$ cat config.mk
export PLATFORM = sky130hd
export DESIGN_NAME = clock_offset_outlier_filter_core
export DESIGN_NICKNAME = d
export VERILOG_FILES = /design/src/rtl/coof_pkg.sv /design/src/rtl/coof_div.sv /design/src/rtl/coof_dp.sv /design/src/rtl/coof_ctrl.sv /design/src/rtl/clock_offset_outlier_filter_core.sv
export SDC_FILE = /design/constraint.sdc
export NUM_CORES = 2
export LEC_CHECK = 0
export BUFFER_PORTS_ARGS = -buffer_cell sky130_fd_sc_hd__buf_2
export CELL_PAD_IN_SITES_DETAIL_PLACEMENT = 1
export CELL_PAD_IN_SITES_GLOBAL_PLACEMENT = 2
export CORE_ASPECT_RATIO = 0.7
export CORE_MARGIN = 5
export CORE_UTILIZATION = 46
export DETAILED_ROUTE_END_ITERATION = 8
export PLACE_DENSITY = 0.95
export SYNTH_ARGS = -nofsm -noshare
export SYNTH_HDL_FRONTEND = slang
export SYNTH_SLANG_ARGS = --single-unit
$ cat constraint.sdc
create_clock -name i_clk -period 39.2 [get_ports i_clk]
set_input_delay 5.88 -clock i_clk [delete_from_list [all_inputs] [get_ports i_clk]]
set_output_delay 5.88 -clock i_clk [all_outputs]
set_load 0.02 [all_outputs]
$ cat src/rtl/coof_pkg.sv
// ----------------------------------------------------------------------------
// Clock offset outlier filter package
// Widths, register indexes, reset values, controller states and the command
// and status bundles shared by the filter modules.
// ----------------------------------------------------------------------------
package coof_pkg;

    localparam int DATA_W     = 64;
    localparam int DEV_W      = 63;
    localparam int FACT_W     = 4;
    localparam int PROD_W     = DEV_W + FACT_W;
    localparam int CFG_IDX_W  = 2;
    localparam int OUT_DATA_W = 128;
    localparam int DIV_STEP   = 4;

    localparam logic [DEV_W-1:0] DEV_MAX = {DEV_W{1'b1}};

    localparam logic [CFG_IDX_W-1:0] REG_REJECT_FACTOR = 2'd0;
    localparam logic [CFG_IDX_W-1:0] REG_ACCEPT_FACTOR = 2'd1;
    localparam logic [CFG_IDX_W-1:0] REG_WARMUP_COUNT  = 2'd2;

    localparam logic [FACT_W-1:0] RST_REJECT_FACTOR = 4'd4;
    localparam logic [FACT_W-1:0] RST_ACCEPT_FACTOR = 4'd2;
    localparam logic [FACT_W-1:0] RST_WARMUP_COUNT  = 4'd5;

    typedef enum logic [3:0] {
        S_IDLE,
        S_DEV,
        S_CHECK,
        S_DEV_PUSH,
        S_DEV_DIV_GO,
        S_DEV_DIV_WAIT,
        S_ACC_MUL,
        S_ACC_CHK,
        S_OFS_PUSH,
        S_OFS_DIV_GO,
        S_OFS_DIV_WAIT,
        S_OUT
    } t_state;

    typedef struct packed {
        logic load_sample;
        logic calc_dev;
        logic mul_rej;
        logic mul_acc;
        logic dev_push;
        logic ofs_push;
        logic div_start;
        logic div_sel_ofs;
        logic wr_avg_dev;
        logic wr_avg_ofs;
        logic load_out;
    } t_dp_cmd;

    typedef struct packed {
        logic ofs_zero;
        logic early_reject;
        logic accept_ok;
        logic div_done;
    } t_dp_sts;

endpackage

$ cat src/rtl/coof_div.sv
// ----------------------------------------------------------------------------
// Clock offset outlier filter divider
// Restoring unsigned divider by a narrow count, several quotient bits per
// cycle. Signals completion with a one-cycle done pulse.
// ----------------------------------------------------------------------------
module coof_div #(
    parameter int DIV_W = 68,
    parameter int DEN_W = 4
) (
    input  logic             i_clk,
    input  logic             i_rst_n,
    input  logic             i_start,
    input  logic [DIV_W-1:0] i_dividend,
    input  logic [DEN_W-1:0] i_divisor,
    output logic [DIV_W-1:0] o_quotient,
    output logic             o_done
);

    localparam int ITER  = DIV_W / coof_pkg::DIV_STEP;
    localparam int CNT_W = (ITER > 1) ? $clog2(ITER) : 1;

    logic             r_busy;
    logic             r_done;
    logic [CNT_W-1:0] r_cnt;
    logic [DIV_W-1:0] r_quo;
    logic [DEN_W-1:0] r_rem;
    logic [DEN_W-1:0] r_den;
    logic [DIV_W-1:0] n_quo;
    logic [DEN_W-1:0] n_rem;

    always_comb begin
        logic [DIV_W-1:0] q;
        logic [DEN_W:0]   t;
        logic [DEN_W-1:0] r;
        q = r_quo;
        r = r_rem;
        for (int k = 0; k < coof_pkg::DIV_STEP; k++) begin
            t = {r, q[DIV_W-1]};
            q = {q[DIV_W-2:0], 1'b0};
            if (t >= {1'b0, r_den}) begin
                t    = t - {1'b0, r_den};
                q[0] = 1'b1;
            end
            r = t[DEN_W-1:0];
        end
        n_quo = q;
        n_rem = r;
    end

    always_ff @(posedge i_clk) begin
        if (!i_rst_n) begin
            r_busy <= 1'b0;
            r_done <= 1'b0;
            r_cnt  <= '0;
        end else begin
            r_done <= 1'b0;
            if (i_start) begin
                r_busy <= 1'b1;
                r_cnt  <= '0;
            end else if (r_busy) begin
                r_cnt <= r_cnt + 1'b1;
                if (r_cnt == CNT_W'(ITER - 1)) begin
                    r_busy <= 1'b0;
                    r_done <= 1'b1;
                end
            end
        end
    end

    always_ff @(posedge i_clk) begin
        if (i_start) begin
            r_quo <= i_dividend;
            r_rem <= '0;
            r_den <= i_divisor;
        end else if (r_busy) begin
            r_quo <= n_quo;
            r_rem <= n_rem;
        end
    end

    assign o_quotient = r_quo;
    assign o_done     = r_done;

endmodule

$ cat src/rtl/coof_dp.sv
// ----------------------------------------------------------------------------
// Clock offset outlier filter datapath
// Configuration registers, offset and deviation shift windows with running
// sums and nonzero counts, deviation and factor products, shared divider and
// the result register.
// ----------------------------------------------------------------------------
module coof_dp #(
    parameter int WINDOW_DEPTH = 10
) (
    input  logic                           i_clk,
    input  logic                           i_rst_n,
    input  logic                           i_cfg_valid,
    input  logic [coof_pkg::CFG_IDX_W-1:0] i_cfg_index,
    input  logic [coof_pkg::FACT_W-1:0]    i_cfg_data,
    input  logic [coof_pkg::DATA_W-1:0]    i_sample,
    input  coof_pkg::t_dp_cmd              i_cmd,
    output coof_pkg::t_dp_sts              o_sts,
    output logic                           o_accepted,
    output logic [coof_pkg::DATA_W-1:0]    o_filtered_offset,
    output logic [coof_pkg::DEV_W-1:0]     o_mean_deviation
);

    localparam int DATA_W = coof_pkg::DATA_W;
    localparam int DEV_W  = coof_pkg::DEV_W;
    localparam int FACT_W = coof_pkg::FACT_W;
    localparam int PROD_W = coof_pkg::PROD_W;
    localparam int CNT_W  = $clog2(WINDOW_DEPTH + 1);
    localparam int SUM_W  = DATA_W + $clog2(WINDOW_DEPTH);
    localparam int DSUM_W = DEV_W + $clog2(WINDOW_DEPTH);
    localparam int DIV_W  = ((SUM_W + coof_pkg::DIV_STEP - 1) / coof_pkg::DIV_STEP)
                            * coof_pkg::DIV_STEP;
    localparam int CMP_W  = (CNT_W > FACT_W) ? CNT_W : FACT_W;

    logic [FACT_W-1:0] r_reject;
    logic [FACT_W-1:0] r_accept;
    logic [FACT_W-1:0] r_warmup;

    logic [DEV_W-1:0]  r_dev_win [WINDOW_DEPTH];
    logic [DATA_W-1:0] r_ofs_win [WINDOW_DEPTH];
    logic [DSUM_W-1:0] r_dev_sum;
    logic [SUM_W-1:0]  r_ofs_sum;
    logic [CNT_W-1:0]  r_dev_cnt;
    logic [CNT_W-1:0]  r_ofs_cnt;
    logic [DEV_W-1:0]  r_avg_dev;
    logic [DATA_W-1:0] r_avg_ofs;

    logic [DATA_W-1:0] r_sample;
    logic [DEV_W-1:0]  r_dev;
    logic [PROD_W-1:0] r_prod;
    logic              r_acc;
    logic              r_out_acc;
    logic [DATA_W-1:0] r_out_ofs;
    logic [DEV_W-1:0]  r_out_dev;

    logic [DATA_W:0]   w_diff;
    logic [DATA_W:0]   w_mag;
    logic [DEV_W-1:0]  w_dev;
    logic [SUM_W-1:0]  w_ofs_mag;
    logic [DIV_W-1:0]  w_dividend;
    logic [CNT_W-1:0]  w_divisor;
    logic [DIV_W-1:0]  w_quo;
    logic              w_div_done;
    logic [DATA_W-1:0] w_quo_lo;

    assign w_diff = {r_sample[DATA_W-1], r_sample} - {r_avg_ofs[DATA_W-1], r_avg_ofs};
    assign w_mag  = w_diff[DATA_W] ? (~w_diff + 1'b1) : w_diff;
    assign w_dev  = (w_mag > {2'b00, coof_pkg::DEV_MAX}) ? coof_pkg::DEV_MAX
                                                         : w_mag[DEV_W-1:0];

    assign w_ofs_mag  = r_ofs_sum[SUM_W-1] ? (~r_ofs_sum + 1'b1) : r_ofs_sum;
    assign w_dividend = i_cmd.div_sel_ofs ? DIV_W'(w_ofs_mag) : DIV_W'(r_dev_sum);
    assign w_divisor  = i_cmd.div_sel_ofs ? r_ofs_cnt : r_dev_cnt;
    assign w_quo_lo   = w_quo[DATA_W-1:0];

    coof_div #(
        .DIV_W (DIV_W),
        .DEN_W (CNT_W)
    ) u_div (
        .i_clk      (i_clk),
        .i_rst_n    (i_rst_n),
        .i_start    (i_cmd.div_start),
        .i_dividend (w_dividend),
        .i_divisor  (w_divisor),
        .o_quotient (w_quo),
        .o_done     (w_div_done)
    );

    always_ff @(posedge i_clk) begin
        if (!i_rst_n) begin
            r_reject  <= coof_pkg::RST_REJECT_FACTOR;
            r_accept  <= coof_pkg::RST_ACCEPT_FACTOR;
            r_warmup  <= coof_pkg::RST_WARMUP_COUNT;
            for (int i = 0; i < WINDOW_DEPTH; i++) begin
                r_dev_win[i] <= '0;
                r_ofs_win[i] <= '0;
            end
            r_dev_sum <= '0;
            r_ofs_sum <= '0;
            r_dev_cnt <= '0;
            r_ofs_cnt <= '0;
            r_avg_dev <= '0;
            r_avg_ofs <= '0;
        end else begin
            if (i_cfg_valid) begin
                unique case (i_cfg_index)
                    coof_pkg::REG_REJECT_FACTOR: r_reject <= i_cfg_data;
                    coof_pkg::REG_ACCEPT_FACTOR: r_accept <= i_cfg_data;
                    coof_pkg::REG_WARMUP_COUNT:  r_warmup <= i_cfg_data;
                    default: ;
                endcase
            end
            if (i_cmd.dev_push) begin
                for (int i = 0; i < WINDOW_DEPTH - 1; i++) begin
                    r_dev_win[i] <= r_dev_win[i+1];
                end
                r_dev_win[WINDOW_DEPTH-1] <= r_dev;
                r_dev_sum <= r_dev_sum + DSUM_W'(r_dev) - DSUM_W'(r_dev_win[0]);
                r_dev_cnt <= r_dev_cnt + CNT_W'(r_dev != '0)
                             - CNT_W'(r_dev_win[0] != '0);
            end
            if (i_cmd.ofs_push) begin
                for (int i = 0; i < WINDOW_DEPTH - 1; i++) begin
                    r_ofs_win[i] <= r_ofs_win[i+1];
                end
                r_ofs_win[WINDOW_DEPTH-1] <= r_sample;
                r_ofs_sum <= r_ofs_sum
                             + {{(SUM_W-DATA_W){r_sample[DATA_W-1]}}, r_sample}
                             - {{(SUM_W-DATA_W){r_ofs_win[0][DATA_W-1]}}, r_ofs_win[0]};
                r_ofs_cnt <= r_ofs_cnt + CNT_W'(r_sample != '0)
                             - CNT_W'(r_ofs_win[0] != '0);
            end
            if (i_cmd.wr_avg_dev) begin
                r_avg_dev <= (r_dev_cnt == '0) ? '0 : w_quo[DEV_W-1:0];
            end
            if (i_cmd.wr_avg_ofs) begin
                if (r_ofs_cnt == '0) begin
                    r_avg_ofs <= '0;
                end else if (r_ofs_sum[SUM_W-1]) begin
                    r_avg_ofs <= ~w_quo_lo + 1'b1;
                end else begin
                    r_avg_ofs <= w_quo_lo;
                end
            end
        end
    end

    always_ff @(posedge i_clk) begin
        if (i_cmd.load_sample) begin
            r_sample <= i_sample;
            r_acc    <= 1'b0;
        end
        if (i_cmd.ofs_push) begin
            r_acc <= 1'b1;
        end
        if (i_cmd.calc_dev) begin
            r_dev <= w_dev;
        end
        if (i_cmd.mul_rej) begin
            r_prod <= PROD_W'(r_avg_dev) * PROD_W'(r_reject);
        end else if (i_cmd.mul_acc) begin
            r_prod <= PROD_W'(r_avg_dev) * PROD_W'(r_accept);
        end
        if (i_cmd.load_out) begin
            r_out_acc <= r_acc;
            r_out_ofs <= r_avg_ofs;
            r_out_dev <= r_avg_dev;
        end
    end

    assign o_sts.ofs_zero     = (r_avg_ofs == '0);
    assign o_sts.early_reject = (r_avg_dev != '0)
                                && (CMP_W'(r_dev_cnt) > CMP_W'(r_warmup))
                                && (PROD_W'(r_dev) > r_prod);
    assign o_sts.accept_ok    = (r_dev_cnt != CNT_W'(WINDOW_DEPTH))
                                || (PROD_W'(r_dev) < r_prod);
    assign o_sts.div_done     = w_div_done;

    assign o_accepted        = r_out_acc;
    assign o_filtered_offset = r_out_ofs;
    assign o_mean_deviation  = r_out_dev;

endmodule

$ cat src/rtl/coof_ctrl.sv
// ----------------------------------------------------------------------------
// Clock offset outlier filter controller
// Sequences one sample through deviation, early rejection, deviation average,
// acceptance test and offset average, and owns the result valid flag.
// ----------------------------------------------------------------------------
module coof_ctrl (
    input  logic              i_clk,
    input  logic              i_rst_n,
    input  logic              i_s_valid,
    output logic              o_s_ready,
    output logic              o_m_valid,
    input  logic              i_m_ready,
    input  coof_pkg::t_dp_sts i_sts,
    output coof_pkg::t_dp_cmd o_cmd
);

    coof_pkg::t_state r_state;
    coof_pkg::t_state n_state;
    logic             r_out_vld;
    logic             n_out_vld;
    logic             w_out_free;

    assign w_out_free = !r_out_vld || i_m_ready;

    always_comb begin
        n_state = r_state;
        unique case (r_state)
            coof_pkg::S_IDLE: begin
                if (i_s_valid) begin
                    n_state = i_sts.ofs_zero ? coof_pkg::S_OFS_PUSH : coof_pkg::S_DEV;
                end
            end
            coof_pkg::S_DEV:        n_state = coof_pkg::S_CHECK;
            coof_pkg::S_CHECK: begin
                n_state = i_sts.early_reject ? coof_pkg::S_OUT : coof_pkg::S_DEV_PUSH;
            end
            coof_pkg::S_DEV_PUSH:   n_state = coof_pkg::S_DEV_DIV_GO;
            coof_pkg::S_DEV_DIV_GO: n_state = coof_pkg::S_DEV_DIV_WAIT;
            coof_pkg::S_DEV_DIV_WAIT: begin
                if (i_sts.div_done) begin
                    n_state = coof_pkg::S_ACC_MUL;
                end
            end
            coof_pkg::S_ACC_MUL:    n_state = coof_pkg::S_ACC_CHK;
            coof_pkg::S_ACC_CHK: begin
                n_state = i_sts.accept_ok ? coof_pkg::S_OFS_PUSH : coof_pkg::S_OUT;
            end
            coof_pkg::S_OFS_PUSH:   n_state = coof_pkg::S_OFS_DIV_GO;
            coof_pkg::S_OFS_DIV_GO: n_state = coof_pkg::S_OFS_DIV_WAIT;
            coof_pkg::S_OFS_DIV_WAIT: begin
                if (i_sts.div_done) begin
                    n_state = coof_pkg::S_OUT;
                end
            end
            coof_pkg::S_OUT: begin
                if (w_out_free) begin
                    n_state = coof_pkg::S_IDLE;
                end
            end
            default:                n_state = coof_pkg::S_IDLE;
        endcase
    end

    always_comb begin
        o_cmd     = '0;
        o_s_ready = 1'b0;
        unique case (r_state)
            coof_pkg::S_IDLE: begin
                o_s_ready         = 1'b1;
                o_cmd.load_sample = i_s_valid;
            end
            coof_pkg::S_DEV: begin
                o_cmd.calc_dev = 1'b1;
                o_cmd.mul_rej  = 1'b1;
            end
            coof_pkg::S_DEV_PUSH:     o_cmd.dev_push = 1'b1;
            coof_pkg::S_DEV_DIV_GO:   o_cmd.div_start = 1'b1;
            coof_pkg::S_DEV_DIV_WAIT: o_cmd.wr_avg_dev = i_sts.div_done;
            coof_pkg::S_ACC_MUL:      o_cmd.mul_acc = 1'b1;
            coof_pkg::S_OFS_PUSH:     o_cmd.ofs_push = 1'b1;
            coof_pkg::S_OFS_DIV_GO: begin
                o_cmd.div_start   = 1'b1;
                o_cmd.div_sel_ofs = 1'b1;
            end
            coof_pkg::S_OFS_DIV_WAIT: begin
                o_cmd.div_sel_ofs = 1'b1;
                o_cmd.wr_avg_ofs  = i_sts.div_done;
            end
            coof_pkg::S_OUT:          o_cmd.load_out = w_out_free;
            default: ;
        endcase
    end

    always_comb begin
        n_out_vld = r_out_vld;
        priority if (o_cmd.load_out) begin
            n_out_vld = 1'b1;
        end else if (i_m_ready) begin
            n_out_vld = 1'b0;
        end
    end

    always_ff @(posedge i_clk) begin
        if (!i_rst_n) begin
            r_state   <= coof_pkg::S_IDLE;
            r_out_vld <= 1'b0;
        end else begin
            r_state   <= n_state;
            r_out_vld <= n_out_vld;
        end
    end

    assign o_m_valid = r_out_vld;

endmodule

$ cat src/rtl/clock_offset_outlier_filter_core.sv
// ----------------------------------------------------------------------------
// Clock offset outlier filter core
// Moving average of clock offsets with rejection of samples whose deviation
// from the current average is large against the average deviation.
//
//   Channel  Direction  Handshake               Payload
//   s        in         i_s_tvalid/o_s_tready   offset_sample
//   m        out        o_m_tvalid/i_m_tready   filtered_offset, mean_deviation,
//                                               accepted (tuser)
//   cfg      in         i_cfg_valid/o_cfg_ready register index, 4-bit data
//
// A sample dropped early skips both divisions; one that comes while no offset average
// exists runs only the offset division; any other runs the deviation division and,
// if it passes the acceptance test, the offset division, both on the shared
// four-bit-per-cycle divider, whose dividend holds the SUM_W = 64 + clog2(WINDOW_DEPTH) bit sum.
// Reset is synchronous and active low; it clears both windows and averages.
// A waiting result stalls only the result step of the next sample.
// ----------------------------------------------------------------------------
module clock_offset_outlier_filter_core #(
    parameter int WINDOW_DEPTH = 10
) (
    input  logic                            i_clk,
    input  logic                            i_rst_n,
    // offset_sample[63:0]
    input  logic [coof_pkg::DATA_W-1:0]     i_s_tdata,
    input  logic                            i_s_tvalid,
    output logic                            o_s_tready,
    // filtered_offset[63:0], mean_deviation[126:64], zero pad[127]
    output logic [coof_pkg::OUT_DATA_W-1:0] o_m_tdata,
    // accepted[0]
    output logic                            o_m_tuser,
    output logic                            o_m_tvalid,
    input  logic                            i_m_tready,
    input  logic                            i_cfg_valid,
    output logic                            o_cfg_ready,
    input  logic [coof_pkg::CFG_IDX_W-1:0]  i_cfg_index,
    input  logic [coof_pkg::FACT_W-1:0]     i_cfg_data
);

    coof_pkg::t_dp_cmd            w_cmd;
    coof_pkg::t_dp_sts            w_sts;
    logic                         w_accepted;
    logic [coof_pkg::DATA_W-1:0]  w_filtered_offset;
    logic [coof_pkg::DEV_W-1:0]   w_mean_deviation;

    coof_ctrl u_ctrl (
        .i_clk     (i_clk),
        .i_rst_n   (i_rst_n),
        .i_s_valid (i_s_tvalid),
        .o_s_ready (o_s_tready),
        .o_m_valid (o_m_tvalid),
        .i_m_ready (i_m_tready),
        .i_sts     (w_sts),
        .o_cmd     (w_cmd)
    );

    coof_dp #(
        .WINDOW_DEPTH (WINDOW_DEPTH)
    ) u_dp (
        .i_clk             (i_clk),
        .i_rst_n           (i_rst_n),
        .i_cfg_valid       (i_cfg_valid),
        .i_cfg_index       (i_cfg_index),
        .i_cfg_data        (i_cfg_data),
        .i_sample          (i_s_tdata),
        .i_cmd             (w_cmd),
        .o_sts             (w_sts),
        .o_accepted        (w_accepted),
        .o_filtered_offset (w_filtered_offset),
        .o_mean_deviation  (w_mean_deviation)
    );

    assign o_cfg_ready = 1'b1;
    assign o_m_tdata   = {1'b0, w_mean_deviation, w_filtered_offset};
    assign o_m_tuser   = w_accepted;

endmodule

Yosys cells after proc, flatten, opt, wreduce, memory -nomap -nowiden
Memories as Yosys holds them, arrays and structs flattened.
Index checks and enable logic that the tools add are counted.
{"block": "classes", "n_bitwise": 25, "n_mux": 71, "n_addsub": 17, "multipliers": 2, "reduce_logical": 26, "eq_ne": 19, "n_lt_le_gt_ge": 8}
{"operator": "$mux W64", "count": 12}
{"operator": "$mux W63", "count": 11}
{"operator": "$mux W68", "count": 4}
{"operator": "$reduce_bool A63 Y1", "count": 3}
{"operator": "$mul A63 B4 Y67", "count": 2}
{"operator": "$mux W67", "count": 2}
{"operator": "$reduce_bool A64 Y1", "count": 2}
{"operator": "$add A68 B1 Y68 const B", "count": 1}
{"operator": "$add A68 B68 Y68", "count": 1}
{"operator": "$not A68 Y68", "count": 1}
{"operator": "$sub A68 B68 Y68", "count": 1}
{"operator": "$add A67 B63 Y67", "count": 1}
{"operator": "$gt A63 B67 Y1", "count": 1}
{"operator": "$lt A63 B67 Y1", "count": 1}
{"operator": "$sub A67 B63 Y67", "count": 1}
{"operator": "$add A65 B1 Y65 const B", "count": 1}
{"operator": "$gt A65 B63 Y1 const B", "count": 1}
{"operator": "$mux W65", "count": 1}
{"operator": "$not A65 Y65", "count": 1}
{"operator": "$sub A64 B64 Y65", "count": 1}
{"operator": "$add A64 B1 Y64 const B", "count": 1}
{"operator": "$logic_not A64 Y1", "count": 1}
{"operator": "$not A64 Y64", "count": 1}
{"operator": "$pmux W4 S12", "count": 1}
{"operator": "31 further kinds", "count": 115}
{"block": "word_totals", "input_bits": 75, "out_inout_bits": 132, "ram_bits": 1270, "register_bits": 693, "wordCells": 194, "n_memories": 2}
{"name": "u_dp.r_ofs_win", "words": 10, "width": 64, "rd": 10, "rd_ports_with_merged_regs": 0, "write_ports": 10, "line": "coof_dp.sv:39", "rtl": "logic [DATA_W-1:0] r_ofs_win [WINDOW_DEPTH];"}
{"name": "u_dp.r_dev_win", "words": 10, "width": 63, "rd": 10, "rd_ports_with_merged_regs": 0, "write_ports": 10, "line": "coof_dp.sv:38", "rtl": "logic [DEV_W-1:0] r_dev_win [WINDOW_DEPTH];"}

Longest topological paths before layout
{"block": "logic_depth", "depth_word": 10, "ltp_mapped": 33, "mapped_depth_nobuf": 33}

Modules after synthesis
A second synthesis with hierarchy kept.
{"block": "hier_totals", "hier_cells": 10443, "area_unflattened_um2": 111974.9}
{"module": "coof_dp", "n_inst": 1, "area_each_um2": 107171.5, "seq_area_each_um2": 53471.3, "cells_per_inst": 10075}
{"module": "coof_div", "n_inst": 1, "area_each_um2": 4277.9, "seq_area_each_um2": 2382.3, "cells_per_inst": 306}
{"module": "coof_ctrl", "n_inst": 1, "area_each_um2": 503.0, "seq_area_each_um2": 100.1, "cells_per_inst": 58}
{"module": "clock_offset_outlier_filter_core", "n_inst": 1, "area_each_um2": 22.5, "seq_area_each_um2": 0.0, "cells_per_inst": 4}

Least setup slack after synthesis
Ideal clock, no wire load.
{"block": "synth_path", "path_type": "input port to flip-flop", "start": "input port i_rst_n", "end": "register u_dp.r_ofs_sum[60]", "path_slack_ns": 13.289, "t_required_ns": 38.291, "n_path_buf": 3, "t_arrival_ns": 25.002, "setup_time_ns": 0.909, "path_stages": 5, "path_cell_list": "clkbuf_1 > clkbuf_1 > nand2_1 > clkbuf_1 > o32ai_1"}
{"item": "start, declared", "line": "clock_offset_outlier_filter_core.sv:23", "rtl": "input logic i_rst_n,"}
{"item": "end signal, assigned", "line": "coof_dp.sv:126", "rtl": "r_ofs_sum <= r_ofs_sum"}
{"item": "end, declared", "line": "coof_dp.sv:41", "rtl": "logic [SUM_W-1:0] r_ofs_sum;"}

==> metrics.csv <==
stage,metric,value,unit
floorplanning,Die Width,595.6,um
global_route,number of global-route vias before repair,82410,
yosys,Ys Warns,0,
timing,Max-slew headroom,0.1112,
yosys,Simple-Gate Fraction of Synth Area,0.1766,
placed_design,number of buffers added on ports,204,
yosys,post-synthesis adder-cell area fraction,0.1191,
global_route,GR Util All Layers,0.2834,
yosys,Compound-Gate Fraction of Synth Area,0.1027,
floorplanning,Die H,419.9,um
finish,Layout Area Growth over Synthesis,9.384,%
finish,most frequent cells in the layout,"1664 x edfxtp_1, 1020 x nand2_1, 1010 x inv_1",
clocking,H-tree levels,4,
finish,area of the multi-input gates,0.04862,sq mm
yosys,Post-Syn Area,0.1104,sq mm
clocking,clock root buffer,clkbuf_16,
worst_setup_path,"CP delay by family, top",buffers and inverters,
placed_design,Place WS,26.87,ns
timing,min cycle time layout,11.52,ns
yosys,largest family of logic cells by synthesized area,simple AND/OR/NAND/NOR gates,
finish,layout cells sized above 1,0.06614,
global_route,pin count of the biggest net entering global routing,296,
finish,# fillers,25680,
floorplanning,I/O pin count,207,
clocking,post-CTS sizing,0,
worst_setup_path,Slowest cell on crit path,buf_4,
yosys,Synth Area in XOR/XNOR,0.03657,
run_status,outcome,completed,
power,LEAKAGE,51.29,nW
timing,fin worst setup slack,27.68,ns
route,Vias,81140,
worst_setup_path,r2r worst-path depth,9,
worst_setup_path,WP data arrival,11.99,ns
finish,"commonest non-fill, non-tap cell in the layout",edfxtp_1,
placed_design,Detail Placement HPWL,267600,um
power,Max VDD drop,0.05811,mV
global_route,grt total ovfl,0,
timing,fmax,0.08678,GHz
worst_setup_path,Crit Path Max Fanout,193,
route,Vias per Instance,5.904,
yosys,sequential area share after synthesis,0.5068,
flow_run,max_cap viols,0,
floorplanning,Initial Util,0.4625,
route,WL/cell,26.33,um
yosys,synthesized instance count,10440,
timing,Setup-failing EPs final,0,
global_route,first-pass GRT wire length,535100,um
yosys,mean area per synthesized cell,10.58,sq um
clocking,maximum root-to-sink buffer count,4,
worst_setup_path,critical path class,primary input to flop,
clocking,clk sinks,1963,
worst_setup_path,crit start category,primary input,
floorplanning,core area,0.2387,sq mm
global_route,initial antenna violation count,43,
yosys,"Top FF cell, synth",edfxtp_1,
clocking,Num CTS Buffers,198,
clocking,CTS tree,done,
yosys,mux contribution to synthesized area,0.003864,
worst_setup_path,WP buf/inv,6,
floorplanning,DIE AREA,0.2501,sq mm
worst_setup_path,Critical Path End Type,flop,
clocking,hold_buf cts,0,
power,Pwr per Cell Area,66.42,mW/mm^2
placed_design,RePlAce Congestion,0.9496,
route,DRC,0,
route,"wirelength, routed",361900,um
finish,fin nets,11280,
timing,Max Clock Skew,0.08624,ns
route,DRT iter0 DRCs,8930,
worst_hold_path,WHS Path Cells,0,
clocking,CTS clock-pin slew for the worst setup and hold paths,0.07,ns
clocking,postcts setup bufs,0,
route,total iterations of the first detailed-routing run,6,
worst_setup_path,Worst path depth,7,
worst_setup_path,worst path required time,39.67,ns
finish,total area of sequential cells,0.05596,sq mm
timing,RSZ-0062 raised after global routing,false,
yosys,#FFs+latches synth,1963,
worst_setup_path,Most Frequent Cell on Critical Path,buf_4,
yosys,syn nets,11340,
timing,Final Hold Vio Count,0,
timing,max-slew violations,0,
worst_setup_path,crit-path cells,buf_8 > nand2_4 > buf_4 > buf_4 > buf_4 > buf_12 > buf_4,
yosys,Synth async-reset ratio,0,
yosys,"EDFF count, synth",1664,
timing,final setup TNS,0,ns
yosys,Yosys cell types,92,
floorplanning,num rows,150,
timing,period utilisation layout,0.2940,
clocking,Clock Latency Late Sink,0.91,ns
worst_hold_path,worst min path class,flop to flop,
worst_setup_path,Max stage delay on crit path,1.01,ns
timing,Least-Margin Pin Slew,1.322,ns
route,post-route ant nets,0,
per-layer routing:
metal | track usage | wire, um
met1 | 0.4054 | 158600
met4 | 0.08890 | 11870
met2 | 0.4337 | 160000
met3 | 0.05808 | 31200
met5 | 0.007136 | 228
final timing paths:
path | from | endpoint | slack [ns]
setup / recovery | i_rst_n | u_dp.r_ofs_win[0][311]$_SDFFCE_PN0P_ | 27.68
hold / removal | u_dp.r_acc$_SDFFE_PP1P_ | u_dp.o_accepted$_DFFE_PP_ | 0.46
setup reg to reg | u_ctrl.r_state[3]$_SDFFE_PN0P_ | u_dp.r_ofs_win[0][311]$_SDFFCE_PN0P_ | 30.87
hold reg to reg | u_dp.r_acc$_SDFFE_PP1P_ | u_dp.o_accepted$_DFFE_PP_ | 0.46
through the flow:
| step | power (mW) | cell area (sq um) | utilization | hold slack [ns] | instances |
|---|---|---|---|---|---|
| after CTS | 7.983 | 120700 | 0.5057 | 0.4636 | 13730 |
| after detailed placement | 6.009 | 114300 | 0.4789 | 0.4508 | 13380 |
| after global placement | 5.847 | 114300 | 0.4789 | 0.4214 | 13380 |
| final | 8.021 | 120800 | 0.5059 | 0.4598 | 13740 |
| after global routing | 8.423 | 120700 | 0.5058 | 0.4654 | 13740 |
| after floorplan | 5.183 | 110400 | - | 0.4064 | 10440 |
cell type report:
class,instances,area share
sequential,1963,0.4634
antenna,13,0.0002694
clock inverter,116,0.01014
timing repair buffer,316,0.01591
clock buffer,240,0.04301
tap,3192,0.03307
multi-input combinational,6891,0.4026
inverter,1013,0.03159
Yosys cell counts, types with 32 or more instances:
master	number	area, sq um
a211oi_1	52	390.4
o21bai_1	41	307.8
clkbuf_1	489	1836
a21boi_0	47	352.8
o31ai_1	61	457.9
ha_1	441	5518
a21o_1	218	1637
nand3_1	180	900.9
o21a_1	44	330.3
nand4_1	105	656.9
nor4_1	122	763.2
nor2b_1	66	412.9
and2_1	796	4980
inv_1	1011	3795
edfxtp_1	1664	49970
o21ai_0	427	2137
o211ai_1	32	240.2
buf_1	63	236.5
nor3_1	80	400.4
nand2_1	1026	3851
xor2_1	160	1401
and3_1	619	3872
a31oi_1	46	287.8
nor2_1	527	1978
o22ai_1	37	231.5
or3_1	49	306.5
dfxtp_1	299	5986
mux2i_1	37	370.4
nand2b_1	75	469.2
a22oi_1	66	495.5
fa_1	381	7627
xnor2_1	301	2636
a21oi_1	543	2718
flip-flops by register name (all words and copies together), names as in the netlist, 5 cells and up:
name,flops
u_dp.r_dev,63
u_dp.u_div.o_quotient,68
u_dp.o_filtered_offset,64
u_dp.u_div.r_cnt,5
u_dp.r_prod,67
u_dp.r_dev_sum,67
u_dp.o_mean_deviation,63
u_dp.r_sample,64
u_dp.r_avg_ofs,64
u_dp.r_dev_win,630
u_dp.r_ofs_win,640
u_dp.r_avg_dev,63
u_dp.r_ofs_sum,68
power breakdown:
group | switching [mW] | total, mW | internal (mW)
logic | 1.96 | 3.01 | 1.05
clock network | 0.844 | 1.94 | 1.10
registers | 0.324 | 3.07 | 2.75
kinds of logic after synthesis:
family / Yosys count
xor+xnor: 461
mux: 42
fa+ha+maj: 822
simple gates: 3755
other cells: 2
flops: 1963
compound gates: 1809
buf+inv: 1585
No activity file was read; power rests on OpenSTA's default activity.
